`config.mk`:
```
export PLATFORM = sky130hd
export DESIGN_NAME = wc35_job_queue
export DESIGN_NICKNAME = d
export VERILOG_FILES = /design/src/rtl/wc35_pkg.sv /design/src/rtl/wc35_job_queue.sv
export SDC_FILE = /design/constraint.sdc
export NUM_CORES = 1
export LEC_CHECK = 0
export ABC_AREA = 1
export BUFFER_PORTS_ARGS = -buffer_cell sky130_fd_sc_hd__buf_2
export CAP_MARGIN = 25
export CORE_ASPECT_RATIO = 0.6
export CORE_MARGIN = 2
export CORE_UTILIZATION = 52
export DETAILED_ROUTE_END_ITERATION = 10
export PLACE_DENSITY = 0.82
export SKIP_LAST_GASP = 1
export SYNTH_ARGS = -nofsm -noshare
export SYNTH_HDL_FRONTEND = slang
export SYNTH_SLANG_ARGS = --single-unit
```
`constraint.sdc`:
```
create_clock -name clk -period 13.1 [get_ports clk]
set_clock_uncertainty 0.05 [all_clocks]
set_input_delay 0.655 -clock clk [delete_from_list [all_inputs] [get_ports clk]]
set_output_delay 0.655 -clock clk [all_outputs]
set_load 0.05 [all_outputs]
```
`src/rtl/wc35_pkg.sv`:
```
// Shared types, constants and helpers of the 3x3 / 5x5 window convolution unit.
// Depends on nothing; every other file of the unit imports it.
`timescale 1ns / 1ps
`default_nettype none
package wc35_pkg;

	localparam int PIX_W       = 16;
	localparam int COEFF_W     = 16;
	localparam int WIN_SIZE    = 25;
	localparam int NUM_COEFF   = 25;
	localparam int NUM_LINES   = 4;
	localparam int NUM_GROUPS  = 6;
	localparam int GROUP_SLOTS = 4;
	localparam int CFG_DATA_W  = 64;
	localparam int CFG_IDX_W   = 3;
	localparam int LWIDTH_W    = 11;
	localparam int CTRL_W      = 34;
	localparam int MIN_WIDTH   = 5;
	localparam int ROW_W       = 3;
	localparam int JQ_DEPTH    = 4;
	localparam int JQ_CNT_W    = $clog2(JQ_DEPTH + 1);

	// Window layouts: single modes shift by five taps, dual mode by six.
	localparam int SINGLE_STRIDE = 5;
	localparam int SINGLE_COLS   = 5;
	localparam int DUAL_STRIDE   = 6;
	localparam int DUAL_COLS     = 3;
	localparam int KERNEL3_TAPS  = 9;

	localparam int PROD_W = 32;
	localparam int PART_W = 35;
	localparam int ACC_W  = 38;

	localparam logic [1:0] MODE_5X5   = 2'd0;
	localparam logic [1:0] MODE_3X3   = 2'd1;
	localparam logic [1:0] MODE_DUAL  = 2'd2;
	localparam logic [1:0] MODE_STORE = 2'd3;

	localparam logic [CFG_IDX_W-1:0] REG_CTRL  = 3'd6;
	localparam logic [CFG_IDX_W-1:0] REG_WIDTH = 3'd7;

	typedef logic signed [PIX_W-1:0] pix_t;

	typedef struct packed {
		logic [NUM_COEFF-1:0][COEFF_W-1:0] coeff;
		logic [PIX_W-1:0]                  bias;
		logic [1:0]                        mode;
		logic [LWIDTH_W-1:0]               line_width;
	} cfg_t;

	typedef struct packed {
		logic [WIN_SIZE-1:0][PIX_W-1:0] win;
		logic                           row_end;
	} job_t;

	typedef struct packed {
		logic             valid;
		logic [PIX_W-1:0] value;
		logic             row_end;
		logic             sat;
	} result_t;

	function automatic logic [ROW_W-1:0] row_inc(input logic [ROW_W-1:0] r);
		logic [ROW_W-1:0] res;
		res = (r == {ROW_W{1'b1}}) ? r : r + ROW_W'(1);
		return res;
	endfunction

endpackage
`default_nettype wire

```
`src/rtl/wc35_job_queue.sv`:
```
// Short queue of window snapshots between the front end and the MAC back end.
// Depends on wc35_pkg for the job type and depth.
`timescale 1ns / 1ps
`default_nettype none
module wc35_job_queue import wc35_pkg::*; (
	input  wire logic                clk,
	input  wire logic                arst_n,
	input  wire logic                push,
	input  job_t                     din,
	input  wire logic                pop,
	output job_t                     dout,
	output logic                     valid,
	output logic [JQ_CNT_W-1:0]      count
);
	localparam int PW = (JQ_DEPTH > 1) ? $clog2(JQ_DEPTH) : 1;

	job_t             mem_q [JQ_DEPTH];
	logic [PW-1:0]    wr_ptr_q, rd_ptr_q;
	logic [JQ_CNT_W-1:0] count_q;
	logic             do_pop;

	assign valid  = (count_q != '0);
	assign do_pop = pop && valid;
	assign dout   = mem_q[rd_ptr_q];
	assign count  = count_q;

	always_ff @(posedge clk or negedge arst_n) begin
		if (!arst_n) begin
			wr_ptr_q <= '0;
			rd_ptr_q <= '0;
			count_q  <= '0;
		end else begin
			if (push) begin
				wr_ptr_q <= (wr_ptr_q == PW'(JQ_DEPTH - 1)) ? '0 : wr_ptr_q + PW'(1);
			end
			if (do_pop) begin
				rd_ptr_q <= (rd_ptr_q == PW'(JQ_DEPTH - 1)) ? '0 : rd_ptr_q + PW'(1);
			end
			if (push && !do_pop) begin
				count_q <= count_q + JQ_CNT_W'(1);
			end else if (!push && do_pop) begin
				count_q <= count_q - JQ_CNT_W'(1);
			end
		end
	end

	always_ff @(posedge clk) begin
		if (push) begin
			mem_q[wr_ptr_q] <= din;
		end
	end

endmodule
`default_nettype wire

```
Word-level counts from Yosys, hierarchy flattened:

Memory sizes are Yosys's and may differ from the RTL's.
Index checks and enable logic that the tools add are counted.

* memories kept: 1
* input port bits: 405
* register bits after elaboration: 7
* output and inout port bits: 405
* word-level logic and storage cells: 23
* memory bits (writable): 1604

* reductions and logical operators: 7
* multiplexer cells: 6
* equal/unequal tests: 2
* add/sub/neg operators: 4

Memory list
* mem_q: depth 4, bits a word 401, read ports 1, clocked after memory_dff 0, wr ports 1, line wc35_job_queue.sv:17 `job_t mem_q [JQ_DEPTH];`

Operators with widths (count)
* $mux W3: 2
* $add A2 B1 Y2 const B: 2
* $eq A2 B2 Y1 const B: 2
* $mux W2: 2
* $add A3 B1 Y3 const B: 1
* $logic_and A1 B1 Y1: 3
* $reduce_bool A3 Y1: 1
* $sub A3 B1 Y3 const B: 1
* $logic_not A1 Y1: 2
* $mux W1: 2
* $reduce_bool A2 Y1: 1

Logic depth before layout (Yosys ltp):

* word-level depth: 5
* depth in mapped cells: 11
* gate-level depth less buffers: 11

Worst setup path after synthesis:

OpenSTA, ideal clock, no wires.

* path kind: in2reg
* start: input push
* end: memory mem_q[3][0] (netlist bit) (enable)
* arrival: 8.385 ns
* library setup time: 0.750 ns
* setup slack: 3.915 ns
* stages: 2
* cells stage by stage: nand2_1 -> inv_1

* cells in the longest elaborated chain, start to end: 2

Ends and longest elaborated chain
* start: declaration: line wc35_job_queue.sv:8 `input wire logic push,`
* $mux W1: line wc35_job_queue.sv:48 `if (push) begin`
* $mux W1 (not written as such): line wc35_job_queue.sv:49 `mem_q[wr_ptr_q] <= din;`
* end: declaration: line wc35_job_queue.sv:17

No other way between the ends.

==> reports/results.ini <==
[route]
vias_per_cell=5.34
wire_per_inst_um=20.1
first_pass_iters=6
drtIter0Drc=4159
wirelength_um=147000
ant_nets=0
vias=39000
drc=0

[run_status]
status=complete, no violations

[placement]
dp.cells=6923
place_congestion=0.822
hpwl_um=86300
io_buffers=809

[timing]
max_slew_margin_pct=20.3
setup_violations=0
fin_tns_setup_ps=0
slew_viol_final=0
fin_crit_sh_pct=44.0
hold_viol=0
worst_pin_slew_ps=1200
period_needed_ps=5770
grt_setup_unrepaired=false
max_freq_ghz=0.173

[worst_setup_path]
cp_data_required_time_ps=12400
crit_top_cell=buf_12
cpPeakStageDelay_ps=1050
worst-path-buf-inv=4
path_cells=buf_4, buf_12, buf_12, o211ai_1, nand2_1, buf_2
critPathCaptureType=primary output
critPathKind=reg2out
cp-start-kind=flip-flop
path_delay_family=buffers and inverters
cp_max_fo=256
slowest_stage=dfrtp_4
crit_arrival_ps=5060

[global_routing]
grt_max_degree=268
antenna_found_initial=56
grt_pass1_vias=38000
grt_overflow=0
grt_pass1_wl_um=223000
groute.usage.overall_pct=22.6

[power]
p_per_area_nw_per_um2=254
power_mw=18.8
power_leakage_nw=29.1
peakVddDrop_mv=0.244

[floorplanning]
io_pins=810
initial_utilization_pct=52.7
die_y_um=277
rows=99
core_um2=122000
chipWidth_um=458
dieArea_um2=127000

[clock_network]
cts-root-buf=clkbuf_16
clk_latency_ps=750
cts_resized=0
cts_setup_buffers=0
clockBufferDepth=3
numCtsBuffers=143
cts_tree=yes
clk_pin_slew_ps=80
cts.sink_count=1611
ctsHtreeMaxLevel=4
hold_buffers=98

[logic_synthesis]
synth_area_leaders=edfxtp_1 75%, o211ai_1 9.3%, nand2_1 7.1%, inv_1 4.7%, buf_6 2.6%
yosys.area.top_type=edfxtp_1
yosysWarnings=0
netlist_area_um2=64400
syn_nets=5145
ys_types=19
syn_inst=4733
ys_seq_area_share_pct=75.0
synth_top_area_share_pct=74.7
synth_seq_cells=1611
syn_avg_cell_area_um2=13.6

[cells_and_area]
multi_input_area_um2=10800
synthToLayoutAreaGrowth_pct=15.0
drive_gt1_share_pct=18.6
n_fill_cell=8619
seq_area_um2=48300
fin_cells=7307
finalNetCount=5964

[flow_run]
cap_violations=0

[hold_path]
min-delay-path-class=in2reg

==> path summary, 6_finish.rpt <==
| path | cells past startpoint | from | endpoint | slack [ps] |
|---|---|---|---|---|
| max reg2reg | 6 | wr_ptr_q[0] | mem_q[3][190] | 8850 |
| min reg2reg | 2 | count[2] | count[2] | 500 |
| max | 6 | rd_ptr_q[0] | dout[211] | 7330 |
| max in group asynchronous | 2 | arst_n | rd_ptr_q[0] | 12600 |
| min in group asynchronous | 2 | arst_n | wr_ptr_q[0] | 210 |
| min | 1 | din[23] | mem_q[1][23] | 60 |
==> report_power, final <==
group          total (mW)  internal (mW)  leakage (nW)  switching [mW]
clock network        3.98           2.10          2.14            1.87
registers            6.87           6.61          14.8           0.264
logic                8.00           1.63          12.1            6.37
==> kinds of logic (layout without fill, tap and decap cells) <==
| group | Yosys count | after routing | synth area share, % |
|---|---|---|---|
| fa+ha+maj | 7 | 7 | 0.148 |
| simple gates | 1229 | 1229 | 7.17 |
| xor+xnor | 1 | 1 | 0.0136 |
| flops | 1611 | 1611 | 75.0 |
| compound gates | 804 | 804 | 9.37 |
| buf+inv | 1081 | 2004 | 8.29 |
| other cells | 0 | 35 | 0 |
==> per-stage QoR <==
step / hold slack, ps / cell area [µm²] / utilization (%) / setup WS (ps)
floorplan: 309 / 64400 / - / 3920
global placement: 450 / 68600 / 56.1 / 8310
detailed placement: 452 / 68600 / 56.1 / 8250
CTS: 0.00822 / 74000 / 60.5 / 7390
global route: 13.6 / 74100 / 60.6 / 7060
finish: 58.9 / 74100 / 60.6 / 7330
==> cell type report <==
type,instances,area share [%]
well taps,1616,2.73
repair buffers,942,7.35
diodes,35,0.118
clock inverters,81,0.873
inverters,813,4.17
multi-input cells,2041,14.5
flip-flops and latches,1611,65.3
clock buffers,168,4.98
==> cell usage in the layout (no fill, tap or decap) <==
master	count
nand3_1	3
o21ai_0	2
nand4_1	1
dfrtp_4	2
clkinvlp_4	2
buf_12	9
xnor2_1	1
bufinv_16	3
clkinv_16	3
nand2_1	1222
nor2_1	3
clkinv_8	1
buf_2	809
clkbuf_1	24
o211ai_2	2
clkbuf_16	144
diode_2	35
edfxtp_1	1604
dfrtp_1	5
buf_16	2
inv_6	7
buf_4	24
clkinv_2	33
inv_1	808
inv_16	5
inv_8	6
dlygate4sd3_1	98
o211ai_1	800
ha_1	6
clkinv_1	26
fa_1	1
==> routing by layer <==
layer	vias to the layer above	global-route usage (%)	wire length (µm)	part of all wire, %
li1	18200	-	-	-
met1	18700	28.6	56100	38
met2	1722	37.3	72800	50
met3	332	5.50	12000	8.2
met4	32	10.0	5800	3.9
met5	-	0	219	0.15
==> cell usage after synthesis (all sizes together) <==
| cell | n |
|---|---|
| buf | 250 |
| clkbuf | 18 |
| dfrtp | 7 |
| edfxtp | 1604 |
| fa | 1 |
| ha | 6 |
| inv | 813 |
| nand2 | 1222 |
| nand3 | 3 |
| nand4 | 1 |
| nor2 | 3 |
| o211ai | 802 |
| o21ai | 2 |
| xnor2 | 1 |
==> state kept, by name (all words and copies together), names as in the netlist <==
signal / cells
mem_q: 1604
count: 3
rd_ptr_q: 2
wr_ptr_q: 2
Note: power is estimated with default switching activity, not from simulation.
